[src/hw/rtl/lts_fifo.sv]
// lts_fifo: small register queue between front and back of the sampler.
// No dependencies.
module lts_fifo #(
    parameter int WIDTH = 8,
    parameter int DEPTH = 4
) (
    input  logic             i_clk,
    input  logic             i_rst_n,
    input  logic             i_push,
    input  logic [WIDTH-1:0] i_data,
    output logic             o_full,
    input  logic             i_pop,
    output logic [WIDTH-1:0] o_data,
    output logic             o_empty
);
    localparam int PW = $clog2(DEPTH);
    localparam int CW = $clog2(DEPTH + 1);

    logic [WIDTH-1:0] r_mem [DEPTH];
    logic [PW-1:0]    r_wr, r_rd;
    logic [CW-1:0]    r_cnt;
    logic [PW-1:0]    n_wr, n_rd;
    logic [CW-1:0]    n_cnt;

    assign o_full  = (r_cnt == CW'(DEPTH));
    assign o_empty = (r_cnt == '0);
    assign o_data  = r_mem[r_rd];

    always_comb begin
        n_wr  = r_wr;
        n_rd  = r_rd;
        n_cnt = r_cnt;
        if (i_push) begin
            n_wr = (r_wr == PW'(DEPTH - 1)) ? '0 : r_wr + 1'b1;
        end
        if (i_pop) begin
            n_rd = (r_rd == PW'(DEPTH - 1)) ? '0 : r_rd + 1'b1;
        end
        if (i_push && !i_pop) begin
            n_cnt = r_cnt + 1'b1;
        end else if (!i_push && i_pop) begin
            n_cnt = r_cnt - 1'b1;
        end
    end

    always_ff @(posedge i_clk) begin
        if (!i_rst_n) begin
            r_wr  <= '0;
            r_rd  <= '0;
            r_cnt <= '0;
        end else begin
            r_wr  <= n_wr;
            r_rd  <= n_rd;
            r_cnt <= n_cnt;
        end
        if (i_push) begin
            r_mem[r_wr] <= i_data;
        end
    end
endmodule

[config.mk]
export PLATFORM = sky130hd
export DESIGN_NAME = lts_fifo
export DESIGN_NICKNAME = d
export VERILOG_FILES = /design/src/hw/rtl/lts_fifo.sv
export SDC_FILE = /design/constraint.sdc
export NUM_CORES = 1
export LEC_CHECK = 0
export ABC_AREA = 1
export BUFFER_PORTS_ARGS = -buffer_cell sky130_fd_sc_hd__buf_2
export CAP_MARGIN = 20
export CORE_MARGIN = 5
export CORE_UTILIZATION = 32
export DETAILED_ROUTE_END_ITERATION = 10
export HOLD_SLACK_MARGIN = 0.1
export PLACE_DENSITY_LB_ADDON = 0.1
export SLEW_MARGIN = 20
export SYNTH_ARGS = -nofsm -noshare
export SYNTH_HDL_FRONTEND = slang
export SYNTH_SLANG_ARGS = --single-unit
[constraint.sdc]
create_clock -name i_clk -period 1.5 [get_ports i_clk]
set_input_delay 0.375 -clock i_clk [delete_from_list [all_inputs] [get_ports i_clk]]
set_output_delay 0.375 -clock i_clk [all_outputs]
set_load 0.005 [all_outputs]
==> results.md <==
Synth:
- The number of distinct library cells after synthesis is 19.
- The cell count after synthesis came out at 135.
- The total of flip-flops plus latches after synthesis is 41.
- The fraction of the yosys area taken by sequential cells is 69.1%.
- A synthesized cell averages 12.2 um^2.
- The share of synthesized area in the top cell type comes to 58.2%.
- The total nets after synthesis is 154.
- In the synthesized netlist the dominant register cell turns out to be sky130_fd_sc_hd__edfxtp_1.
- After synthesis, the cell types taking the most area are sky130_fd_sc_hd__edfxtp_1 (58%), sky130_fd_sc_hd__dfxtp_1 (11%), sky130_fd_sc_hd__nor2_1 (5.0%), sky130_fd_sc_hd__ha_1 (4.5%), sky130_fd_sc_hd__o21ai_0 (4.5%).
- The area of the mapped netlist is 1650 um^2.
- Yosys mapped a number of flops with a built-in enable equal to 32.
- After synthesis, the share of flip-flops with an asynchronous set or reset is 0%.
- The warning count from the yosys run is 0.
- The cell type with the largest total area after synthesis is sky130_fd_sc_hd__edfxtp_1.
- After synthesis, the most frequently instantiated cells are sky130_fd_sc_hd__edfxtp_1 (32), sky130_fd_sc_hd__nor2_1 (22), sky130_fd_sc_hd__inv_1 (15), sky130_fd_sc_hd__o21ai_0 (15), sky130_fd_sc_hd__dfxtp_1 (9).
- The most frequent cell after synthesis is sky130_fd_sc_hd__edfxtp_1.

Clocking:
- After clock tree synthesis, the clock-pin slew on the worst setup and hold paths is 0.08 ns.
- The clock tree from TritonCTS is done.
- The clock latency at the later pin of the worst-skew pair is 0.29 ns.
- The number of sinks driven by the clock tree is 41.
- After clock tree synthesis, the flow added hold-fix buffers numbering 0.
- The H-tree was split into 2 levels.
- The cell at the root of the clock tree is sky130_fd_sc_hd__clkbuf_8.
- The clock passes through at most 2 buffers.
- The TritonCTS buffer count is 5.

Status:
- The run finished, with violations left.
- The checks that failed: negative setup slack.

Floorplanning:
- The floorplan step defined a core boundary enclosing 5070 um^2.
- In this run the vertical extent of the chip is 81.8 um.
- The die covers 6700 um^2.
- From left edge to right edge, the die measures 81.8 um.
- The placement row count is 26.
- The initial utilization of the core area, before any placement, comes to 32.5%.
- The count of boundary I/O pins is 22.

Worst setup path:
- The number of buffers and inverters on the critical path is 2.
- The critical path's largest stage delay is 0.42 ns.
- STA puts the critical path data arrival time at 1.23 ns.
- The largest individual stage delay along the critical path comes from the cell sky130_fd_sc_hd__dfxtp_4.
- The category of the critical setup timing path is flop to output port.
- The signal on the critical path passes through buf_12, o21ai_4, o22ai_2, buf_2.
- The kind of start point of the critical path is a flop.
- In this run the worst path has a maximum fanout of 8.
- Grouping stages by cell kind, the critical path spends the most delay in flip-flops.
- The endpoint class of the critical path is an output port.
- Across all register-to-register paths, the minimum setup slack is 0.24 ns.
- At the worst endpoint, the required time is 1.12 ns.

Timing:
- The worst max-slew margin expressed relative to the limit is 87.6%.
- The setup skew after layout is 0.00420 ns.
- The final hold violation count is 0.
- Setup violations remaining at the end of the flow were counted as 8.
- The fraction of the cycle the final worst path needs is 107%.
- For the finished layout, the period the worst path requires is 1.60 ns.
- The transition time at the pin with the least slew margin is 0.186 ns.
- The setup slack after layout is -0.103 ns.
- For this run, the top clock speed supported by timing is 624 MHz.
- The max-slew violation count was 0.
- Setup repair after global routing could not meet its margin everywhere.

Placed design:
- The total placed cells including tap cells is 236.
- The routability-driven placement congestion ratio is 0.877.
- The wire-length estimate of the detail-placed layout is 2330 um.
- Input and output buffers added on the ports amount to 21.

Min path:
- The worst hold path class is input port to flop.

Drt:
- The number of detailed-route iterations in the first pass is 4.
- The routed wirelength normalized by instance count is 13.8 um.
- The detailed-route DRC error count is 0.
- The number of design-rule violations left by the first detailed-router iteration is 31.
- The post-detailed-route count of antenna-violating nets is 0.
- The total via count after detailed routing is 1098.
- The post-detailed-routing wire length is 3410 um.
- The average vias per placed instance is 4.45.

Final layout:
- The count of nets after finishing is 195.
- The post-synthesis to final-layout area growth is 32.1%.
- Of the cells placed in the final design, the portion with a size suffix greater than 1 is 36.2%.
- The antenna diode count is 0.
- The post-route non-filler standard cell count is 247.

Power and ir drop:
- The design draws 2.56 mW.
- The analysis attributes to cell leakage a power of 0.873 nW.
- The power density over cell area is 1170 nW/um^2.
- The worst voltage drop across the vdd grid is 0.391 mV.

Job:
- Across the run, the number of max-cap violations was 0.

Global routing:
- The via count of the first global-routing pass was 1125.
- The number of antenna violations at the first check in global routing is 0.
- Entering global routing, the biggest net connects 14 pins.
- The residual overflow from global routing is 0.
- The overall routing resource usage is 11.8%.
- The first global-routing pass estimated 5620 um of wire.
==> layout by cell type, fill, tap and decap left out, types with 3 or more instances in the layout <==
cell type / n
sky130_fd_sc_hd__o22ai_1: 6
sky130_fd_sc_hd__buf_12: 4
sky130_fd_sc_hd__edfxtp_1: 32
sky130_fd_sc_hd__o21ai_1: 3
sky130_fd_sc_hd__buf_2: 21
sky130_fd_sc_hd__ha_1: 6
sky130_fd_sc_hd__nand2_1: 8
sky130_fd_sc_hd__o21ai_0: 4
sky130_fd_sc_hd__nor2_1: 21
sky130_fd_sc_hd__clkbuf_8: 5
sky130_fd_sc_hd__o21ai_2: 11
sky130_fd_sc_hd__a21oi_1: 3
sky130_fd_sc_hd__inv_1: 14
sky130_fd_sc_hd__dfxtp_1: 7
sky130_fd_sc_hd__buf_4: 9
sky130_fd_sc_hd__nor3_1: 4
==> sequential cells by signal, summed over array words and instances (netlist names), named ones only <==
name and count:
r_cnt 3, r_mem 32, r_wr 2, r_rd 2
==> logic make-up (layout without fill, tap and decap cells) <==
kind of cell	count (synthesis)	in the layout	share of synthesized area [%]
XOR/XNOR	1	1	0.530
adder cells (fa/ha/maj)	7	7	5.76
AND/OR/NAND/NOR	38	38	9.47
AO/OA/AOI/OAI	30	30	10.2
buffers and inverters	18	60	5.00
flip-flops	41	41	69.1
==> final cells by class <==
cell class | count | area (um^2)
clock inverters | 3 | 41.3
multi-input cells | 76 | 493
inverters | 16 | 67.6
flip-flops and latches | 41 | 1150
repair buffers | 36 | 275
well taps | 70 | 87.6
clock buffers | 5 | 68.8
fillers | 501 | 2890
==> repair_timing <==
item                       4_1_cts  5_1_grt
cloned                           1        0
pin swaps                        2       10
setup endpoints to repair        8        8
setup buffers                    1        2
gates resized for setup         16       24
==> final timing paths <==
kind,end,startpoint,cells past startpoint
hold reg to reg,r_wr[1],r_wr[1],2
setup reg to reg,r_cnt[2],r_cnt[0],6
hold / removal,r_mem[1][1],i_data[1],1
setup / recovery,o_data[0],flop,4
==> metrics by stage <==
stage	area [um^2]	utilization [%]	TNS, ns	hold WS (ns)	setup WS [ns]
after floorplan	1650	-	0	0.474	0.0744
after global placement	1940	38.2	-0.144	0.511	-0.0887
after detailed placement	1940	38.2	-0.316	0.540	-0.194
after CTS	2130	42.0	-1.05	0.283	-0.140
after global routing	2180	43.0	-1.24	0.275	-0.170
final	2180	43.0	-0.692	0.296	-0.103
==> per-layer routing <==
| metal | vias to the layer above | wire [um] | track usage, % |
|---|---|---|---|
| met1 | 508 | 1550 | 14.0 |
| met5 | - | 0 | 0 |
| met4 | 0 | 41 | 4.49 |
| li1 | 557 | - | - |
| met3 | 4 | 157 | 3.84 |
| met2 | 29 | 1650 | 19.7 |
==> where the power goes <==
part	switching, mW	total [mW]	internal [mW]
Combinational	0.193	0.371	0.178
Clock	0.371	0.860	0.490
Sequential	0.0435	1.33	1.29
Power figures use the tool's default switching activity.
