==> config.mk <==
export PLATFORM = sky130hd
export DESIGN_NAME = lts_front
export DESIGN_NICKNAME = d
export VERILOG_FILES = /design/src/hw/rtl/lts_pkg.sv /design/src/hw/rtl/lts_front.sv
export SDC_FILE = /design/constraint.sdc
export NUM_CORES = 2
export LEC_CHECK = 0
export ABC_CLOCK_PERIOD_IN_PS = 12650
export BUFFER_PORTS_ARGS = -buffer_cell sky130_fd_sc_hd__buf_4
export CORE_ASPECT_RATIO = 0.75
export CORE_MARGIN = 2
export CORE_UTILIZATION = 68
export DETAILED_ROUTE_END_ITERATION = 12
export PLACE_DENSITY_LB_ADDON = 0.15
export SETUP_SLACK_MARGIN = 0.4
export SLEW_MARGIN = 10
export SYNTH_ARGS = -nofsm -noshare
export SYNTH_HDL_FRONTEND = slang
export SYNTH_SLANG_ARGS = --single-unit
==> constraint.sdc <==
create_clock -name i_clk -period 12.65 [get_ports i_clk]
set_input_delay 1.265 -clock i_clk [delete_from_list [all_inputs] [get_ports i_clk]]
set_output_delay 1.265 -clock i_clk [all_outputs]
set_load 0.005 [all_outputs]
==> src/hw/rtl/lts_pkg.sv <==
// lts_pkg: shared constants, control struct and divide-by-255 helper
// for the trilinear lookup sampler. No dependencies.
package lts_pkg;

    localparam int CHAN_W    = 16;
    localparam int CODE_W    = 8;
    localparam int WT_W      = 8;
    localparam int PROD_W    = 24;
    localparam int NUM_BANKS = 8;
    localparam int ACC_W     = 41;
    localparam int ENTRY_W   = 3 * CHAN_W;

    localparam logic MODE_WRITE  = 1'b0;
    localparam logic MODE_SAMPLE = 1'b1;

    localparam logic [WT_W-1:0]  WT_FULL    = 8'd255;
    // (255^3 - 1) / 2, turns floor into round half up
    localparam logic [ACC_W-1:0] ROUND_BIAS = 41'd8290687;

    typedef struct packed {
        logic       sample;
        logic       wr_ok;
        logic [2:0] wr_bank;
    } t_item_ctl;

    // floor(x / 255) by shift-add estimate plus a small exact correction
    function automatic logic [ACC_W-1:0] div255(input logic [ACC_W-1:0] x);
        logic [ACC_W-1:0] q0;
        logic [ACC_W-1:0] r;
        logic [15:0]      rr;
        logic [15:0]      corr;
        q0   = (x >> 8) + (x >> 16) + (x >> 24) + (x >> 32) + (x >> 40);
        r    = x - ((q0 << 8) - q0);
        rr   = r[15:0];
        corr = (rr + (rr >> 8) + 16'd1) >> 8;
        return q0 + {{(ACC_W-16){1'b0}}, corr};
    endfunction

endpackage

==> src/hw/rtl/lts_front.sv <==
// lts_front: classifies items, splits write addresses and sample codes into
// bank addresses and corner weights. Depends on lts_pkg.
module lts_front import lts_pkg::*; #(
    parameter int GRID_SIDE = 33
) (
    input  logic                    i_clk,
    input  logic                    i_rst_n,
    input  logic                    i_adv,
    input  logic                    i_valid,
    input  logic                    i_mode,
    input  logic [15:0]             i_entry_index,
    input  logic [ENTRY_W-1:0]      i_entry,
    input  logic [CODE_W-1:0]       i_pixel [3],
    output logic                    o_valid,
    output t_item_ctl               o_ctl,
    output logic [ENTRY_W-1:0]      o_wdata,
    output logic [NUM_BANKS-1:0][$clog2((GRID_SIDE/2+1)**3)-1:0] o_addr,
    output logic [NUM_BANKS-1:0][PROD_W-1:0] o_wt,
    output logic [NUM_BANKS-1:0]    o_mask
);
    localparam int HALF   = GRID_SIDE / 2 + 1;
    localparam int HH     = HALF * HALF;
    localparam int AW     = $clog2(HH * HALF);
    localparam int NN     = GRID_SIDE * GRID_SIDE;
    localparam int NE     = NN * GRID_SIDE;
    localparam int SIDE_M1 = GRID_SIDE - 1;
    localparam int CW     = $clog2(GRID_SIDE + 1);
    localparam int LCW    = $clog2(HALF);
    localparam int RW     = $clog2(NN);
    localparam int QW     = CODE_W + $clog2(GRID_SIDE);
    localparam logic [32:0] RECIP_NN = 33'(((64'd1 << 32) + NN - 1) / NN);
    localparam logic [32:0] RECIP_N  = 33'(((64'd1 << 32) + GRID_SIDE - 1) / GRID_SIDE);

    // stage 1
    logic               r1_v, r1_mode, r1_ok;
    logic [15:0]        r1_idx;
    logic [CW-1:0]      r1_z;
    logic [ENTRY_W-1:0] r1_data;
    logic [QW-1:0]      r1_q [3];
    // stage 2
    logic               r2_v, r2_mode, r2_ok;
    logic [RW-1:0]      r2_rem;
    logic [CW-1:0]      r2_z;
    logic [ENTRY_W-1:0] r2_data;
    logic [CW-1:0]      r2_lo [3];
    logic [WT_W-1:0]    r2_w [3];
    // stage 3
    logic               r3_v, r3_mode, r3_ok;
    logic [RW-1:0]      r3_rem;
    logic [CW-1:0]      r3_y, r3_z;
    logic [ENTRY_W-1:0] r3_data;
    logic [LCW-1:0]     r3_lc [3][2];
    logic               r3_mk [3][2];
    logic [WT_W-1:0]    r3_wz [2];
    logic [15:0]        r3_wxy [2][2];
    // stage 4
    logic               r4_v, r4_mode, r4_ok;
    logic [CW-1:0]      r4_x, r4_y, r4_z;
    logic [ENTRY_W-1:0] r4_data;
    logic [NUM_BANKS-1:0][AW-1:0]     r4_addr;
    logic [NUM_BANKS-1:0][PROD_W-1:0] r4_wt;
    logic [NUM_BANKS-1:0]             r4_mask;
    // stage 5
    logic               r5_v;
    t_item_ctl          r5_ctl;
    logic [ENTRY_W-1:0] r5_data;
    logic [NUM_BANKS-1:0][AW-1:0]     r5_addr;
    logic [NUM_BANKS-1:0][PROD_W-1:0] r5_wt;
    logic [NUM_BANKS-1:0]             r5_mask;

    logic [48:0]        zprod;
    logic [45:0]        yprod;
    logic [15:0]        qx, lo16;
    logic [CW-1:0]      c;
    logic               sel;
    logic [WT_W-1:0]    wsel [3][2];
    logic [CW-1:0]      n2_lo [3];
    logic [WT_W-1:0]    n2_w [3];
    logic [LCW-1:0]     n3_lc [3][2];
    logic               n3_mk [3][2];
    logic [NUM_BANKS-1:0][AW-1:0]     n4_addr;
    logic [NUM_BANKS-1:0][PROD_W-1:0] n4_wt;
    logic [NUM_BANKS-1:0]             n4_mask;
    logic [AW-1:0]      n5_waddr;

    assign zprod = {33'b0, i_entry_index} * {16'b0, RECIP_NN};
    assign yprod = 46'(r2_rem) * 46'(RECIP_N);

    always_comb begin
        for (int a = 0; a < 3; a++) begin
            qx       = 16'(r1_q[a]);
            lo16     = (qx + (qx >> 8) + 16'd1) >> 8;
            n2_lo[a] = lo16[CW-1:0];
            n2_w[a]  = 8'(qx - lo16 * 16'd255);
        end
    end

    always_comb begin
        for (int a = 0; a < 3; a++) begin
            for (int p = 0; p < 2; p++) begin
                sel         = (r2_lo[a][0] == 1'(p));
                c           = sel ? r2_lo[a] : r2_lo[a] + 1'b1;
                wsel[a][p]  = sel ? WT_FULL - r2_w[a] : r2_w[a];
                n3_mk[a][p] = (c > CW'(SIDE_M1));
                n3_lc[a][p] = LCW'(c >> 1);
            end
        end
    end

    always_comb begin
        for (int b = 0; b < NUM_BANKS; b++) begin
            n4_addr[b] = AW'(32'(r3_lc[0][b%2]) + 32'(r3_lc[1][(b/2)%2]) * HALF
                          + 32'(r3_lc[2][b/4]) * HH);
            n4_wt[b]   = PROD_W'(r3_wxy[b%2][(b/2)%2]) * PROD_W'(r3_wz[b/4]);
            n4_mask[b] = r3_mk[0][b%2] | r3_mk[1][(b/2)%2] | r3_mk[2][b/4];
        end
    end

    assign n5_waddr = AW'(32'(r4_x >> 1) + 32'(r4_y >> 1) * HALF + 32'(r4_z >> 1) * HH);

    always_ff @(posedge i_clk) begin
        if (!i_rst_n) begin
            r1_v <= 1'b0;
            r2_v <= 1'b0;
            r3_v <= 1'b0;
            r4_v <= 1'b0;
            r5_v <= 1'b0;
        end else if (i_adv) begin
            r1_v <= i_valid;
            r2_v <= r1_v;
            r3_v <= r2_v;
            r4_v <= r3_v;
            r5_v <= r4_v;
        end
        if (i_adv) begin
            r1_mode <= i_mode;
            r1_ok   <= (32'(i_entry_index) < NE);
            r1_idx  <= i_entry_index;
            r1_z    <= zprod[32 +: CW];
            r1_data <= i_entry;
            for (int a = 0; a < 3; a++) begin
                r1_q[a] <= QW'(i_pixel[a]) * QW'(SIDE_M1);
            end

            r2_mode <= r1_mode;
            r2_ok   <= r1_ok;
            r2_rem  <= RW'(32'(r1_idx) - 32'(r1_z) * NN);
            r2_z    <= r1_z;
            r2_data <= r1_data;
            r2_lo   <= n2_lo;
            r2_w    <= n2_w;

            r3_mode <= r2_mode;
            r3_ok   <= r2_ok;
            r3_rem  <= r2_rem;
            r3_y    <= yprod[32 +: CW];
            r3_z    <= r2_z;
            r3_data <= r2_data;
            r3_lc   <= n3_lc;
            r3_mk   <= n3_mk;
            r3_wz   <= wsel[2];
            for (int px = 0; px < 2; px++) begin
                for (int py = 0; py < 2; py++) begin
                    r3_wxy[px][py] <= 16'(wsel[0][px]) * 16'(wsel[1][py]);
                end
            end

            r4_mode <= r3_mode;
            r4_ok   <= r3_ok;
            r4_x    <= CW'(32'(r3_rem) - 32'(r3_y) * GRID_SIDE);
            r4_y    <= r3_y;
            r4_z    <= r3_z;
            r4_data <= r3_data;
            r4_addr <= n4_addr;
            r4_wt   <= n4_wt;
            r4_mask <= n4_mask;

            r5_ctl.sample  <= (r4_mode == MODE_SAMPLE);
            r5_ctl.wr_ok   <= r4_ok;
            r5_ctl.wr_bank <= {r4_z[0], r4_y[0], r4_x[0]};
            r5_data        <= r4_data;
            r5_wt          <= r4_wt;
            r5_mask        <= r4_mask;
            if (r4_mode == MODE_SAMPLE) begin
                r5_addr <= r4_addr;
            end else begin
                r5_addr <= {NUM_BANKS{n5_waddr}};
            end
        end
    end

    assign o_valid = r5_v;
    assign o_ctl   = r5_ctl;
    assign o_wdata = r5_data;
    assign o_addr  = r5_addr;
    assign o_wt    = r5_wt;
    assign o_mask  = r5_mask;
endmodule

==> impl_metrics.json <==
{
  "setup.reg_to_reg.worst_slack_ns": 5.75,
  "grt_max_degree": 190,
  "max-clock-path-buffers": 3,
  "antenna_violations_before_repair": 4,
  "synth_area_leaders": "sky130_fd_sc_hd__edfxtp_1, sky130_fd_sc_hd__fa_1, sky130_fd_sc_hd__ha_1, sky130_fd_sc_hd__inv_1, sky130_fd_sc_hd__and2_1",
  "synth.distinct_cells": 87,
  "grt_first_pass_wirelength_mm": 310,
  "design_area_um2": 93500,
  "fin_hold_ws_ns": 0.402,
  "hold_viol": 0,
  "worst_ep_required_time_ns": 13.13,
  "yosys_most_used_dff": "sky130_fd_sc_hd__edfxtp_1",
  "port_buffers": 437,
  "syn_area_um2": 85300,
  "routed_length_per_instance_um": 20.1,
  "pin_count": 451,
  "worst-slew-pin-transition_ns": 1.26,
  "postPlaceCellArea_um2": 90300,
  "status": "finished, final reports clean",
  "grt_pass1_vias": 56900,
  "finalWorstPathRequiredPeriod_ns": 6.90,
  "drtAntennaViolNets": 0,
  "share_of_cells_above_drive_strength_1_pct": 8.55,
  "post_route_fraction_of_the_period_consumed_by_the_critical_path_pct": 54.5,
  "die_width_um": 413,
  "detail_route.vias_per_cell": 5.70,
  "synth-seq-area-share_pct": 37.6,
  "first_iter_violations": 4546,
  "timing.hold.worst.class": "flip-flop to flip-flop",
  "gp_congestion": 0.979,
  "drc_violation_count_after_routing": 0,
  "fmax_mhz": 145,
  "crit_path_end_kind": "flip-flop",
  "yosysTopAreaCell": "sky130_fd_sc_hd__edfxtp_1",
  "die_area_um2": 128000,
  "worstPathArrival_ns": 7.38,
  "cts.repair.resized": 0,
  "grt_overflow_total": 0,
  "routed-via-count": 54700,
  "fin_cells": 9597,
  "synth-seq-cells": 1069,
  "place.detailed.instances": 9413,
  "crit_fanout": 20,
  "post-synth-top-area-fraction_pct": 37.5,
  "ctsRootBufferMaster": "sky130_fd_sc_hd__clkbuf_16",
  "clkLatencyLatePin_ns": 0.78,
  "max-slew-margin-rel_pct": 15.4,
  "routed_wl_mm": 193,
  "placementRows": 112,
  "rsz_0062_raised_after_global_routing": "false",
  "drv_slew": 0,
  "setup_viol_count_final": 0,
  "cts_bufs_inserted": 101,
  "nNetsFinal": 9809,
  "synthToLayoutAreaGrowth_pct": 9.70,
  "synth.avg_cell_area_um2": 11.4,
  "worst-setup-path-type": "flip-flop to flip-flop",
  "clk_pin_slew_ns": 0.07,
  "final.setup.tns_ns": 0,
  "hpwl_mm": 144,
  "maxCapViolations": 0,
  "cp-start-kind": "flip-flop",
  "clk_sink_count": 1069,
  "ys_warn_count": 0,
  "start_util_pct": 68.5,
  "groute.usage.overall_pct": 30.9,
  "core_area_um2": 124000,
  "post_cts_hold_buffer_count": 0,
  "drtPass1Iterations": 7,
  "ys_async_sr_fraction_pct": 0,
  "post_cts.repair.setup_buffers": 0,
  "post_synth_inst_count": 7453,
  "htreeDepth": 3,
  "tritoncts_clock_tree": "built",
  "clock_tree_skew_after_final_layout_ns": 0.0606,
  "synth_edf_count": 1064,
  "floorplan.die.height_um": 311
}
synthesized netlist by cell type, drive strengths merged, types with 9 or more instances:
cell type,count
nand3,59
fa,874
buf,20
a21oi,282
or2,19
a21o,106
o31a,12
or3,30
o211ai,26
nor3,51
and2,551
clkbuf,207
a211oi,20
xor2,94
and3,22
nor2b,80
xnor2,302
o21bai,39
a41oi,13
o31ai,18
nand2,658
inv,1283
o311a,9
a31oi,24
o21ai,119
nor2,282
ha,979
nand4,16
nand2b,29
edfxtp,1064
o21a,50
mux2i,13
cell usage in the layout, fill, tap and decap left out, types with 22 or more instances in the layout:
| cell type | n |
|---|---|
| sky130_fd_sc_hd__or3_1 | 30 |
| sky130_fd_sc_hd__buf_4 | 470 |
| sky130_fd_sc_hd__nand2b_1 | 29 |
| sky130_fd_sc_hd__o21bai_1 | 39 |
| sky130_fd_sc_hd__o21ai_0 | 107 |
| sky130_fd_sc_hd__a31oi_1 | 22 |
| sky130_fd_sc_hd__and3_1 | 22 |
| sky130_fd_sc_hd__nor3_1 | 51 |
| sky130_fd_sc_hd__ha_1 | 979 |
| sky130_fd_sc_hd__xor2_1 | 94 |
| sky130_fd_sc_hd__nand3_1 | 59 |
| sky130_fd_sc_hd__inv_1 | 1282 |
| sky130_fd_sc_hd__a21o_1 | 106 |
| sky130_fd_sc_hd__o21a_1 | 50 |
| sky130_fd_sc_hd__xnor2_1 | 301 |
| sky130_fd_sc_hd__and2_1 | 551 |
| sky130_fd_sc_hd__nor2_1 | 280 |
| sky130_fd_sc_hd__nor2b_1 | 79 |
| sky130_fd_sc_hd__edfxtp_1 | 1064 |
| sky130_fd_sc_hd__conb_1 | 61 |
| sky130_fd_sc_hd__o211ai_1 | 23 |
| sky130_fd_sc_hd__nand2_1 | 658 |
| sky130_fd_sc_hd__a21oi_1 | 280 |
| sky130_fd_sc_hd__fa_1 | 874 |
| sky130_fd_sc_hd__clkbuf_16 | 101 |
critical path: stages, from the launching register on:
cell	delay, ns
sky130_fd_sc_hd__edfxtp_1	0.67
sky130_fd_sc_hd__xor2_1	1.03
sky130_fd_sc_hd__clkinv_1	1.07
sky130_fd_sc_hd__nor2_1	0.37
sky130_fd_sc_hd__fa_1	0.46
sky130_fd_sc_hd__ha_1	0.31
sky130_fd_sc_hd__ha_1	0.28
sky130_fd_sc_hd__inv_1	0.06
sky130_fd_sc_hd__fa_1	0.48
sky130_fd_sc_hd__inv_1	0.07
sky130_fd_sc_hd__fa_1	0.40
sky130_fd_sc_hd__a21o_1	0.19
sky130_fd_sc_hd__a21oi_1	0.22
sky130_fd_sc_hd__o21bai_1	0.09
sky130_fd_sc_hd__a21oi_1	0.26
sky130_fd_sc_hd__o21ai_0	0.20
sky130_fd_sc_hd__a21o_1	0.21
sky130_fd_sc_hd__a21oi_1	0.16
sky130_fd_sc_hd__xnor2_1	0.09
logic make-up after synthesis:
group           count (synthesis)  share of synthesized area, %
mux                            14                         0.166
other cells                     2                       0.00881
compound gates                782                          6.02
simple gates                 1826                          10.5
xor+xnor                      396                          4.07
buf+inv                      1511                          6.71
flops                        1069                          37.6
fa+ha+maj                    1853                          34.9
final cells by class:
| type | instances | area, µm² |
|---|---|---|
| Antenna cell | 1 | 2.50 |
| Clock buffer | 121 | 2610 |
| Clock inverter | 62 | 629 |
| Fill cell | 8331 | 30900 |
| Inverter | 1284 | 4820 |
| Multi-Input combinational cell | 4932 | 47700 |
| Sequential cell | 1069 | 32100 |
| Tap cell | 1653 | 2070 |
| Timing Repair Buffer | 475 | 3620 |
per-layer routing:
metal | track usage (%) | vias up | part of all wire (%)
li1 | - | 25100 | -
met1 | 45.8 | 27400 | 44
met2 | 48.4 | 1926 | 46
met3 | 5.36 | 273 | 7.6
met4 | 7.14 | 0 | 2.3
met5 | 0 | - | 0
worst paths after layout:
kind                from             to  cells after the start
max            r2_lo[12]  r3_wxy[1][15]                     18
min          r1_data[41]    r2_data[41]                      0
max reg2reg    r2_lo[12]  r3_wxy[1][15]                     18
min reg2reg  r1_data[41]    r2_data[41]                      0
sequential cells by signal, indices dropped and copies added, names as in the netlist, 14 cells and up:
| register | cells |
|---|---|
| o_addr | 104 |
| o_wdata | 48 |
| o_wt | 179 |
| r1_data | 48 |
| r1_q | 24 |
| r2_data | 48 |
| r2_lo | 18 |
| r2_w | 14 |
| r3_data | 48 |
| r3_lc | 28 |
| r3_wxy | 59 |
| r4_addr | 104 |
| r4_data | 48 |
| r4_wt | 179 |
stage by stage:
stage / setup slack [ns] / util [%]
floorplan: 6.70 / -
global placement: 6.02 / 72.6
detailed placement: 5.97 / 72.6
CTS: 5.93 / 75.2
global route: 5.42 / 75.2
finish: 5.75 / 75.2
Power is not shown: default switching activity piles up to over one toggle a cycle in this logic, so the estimate is an artifact.
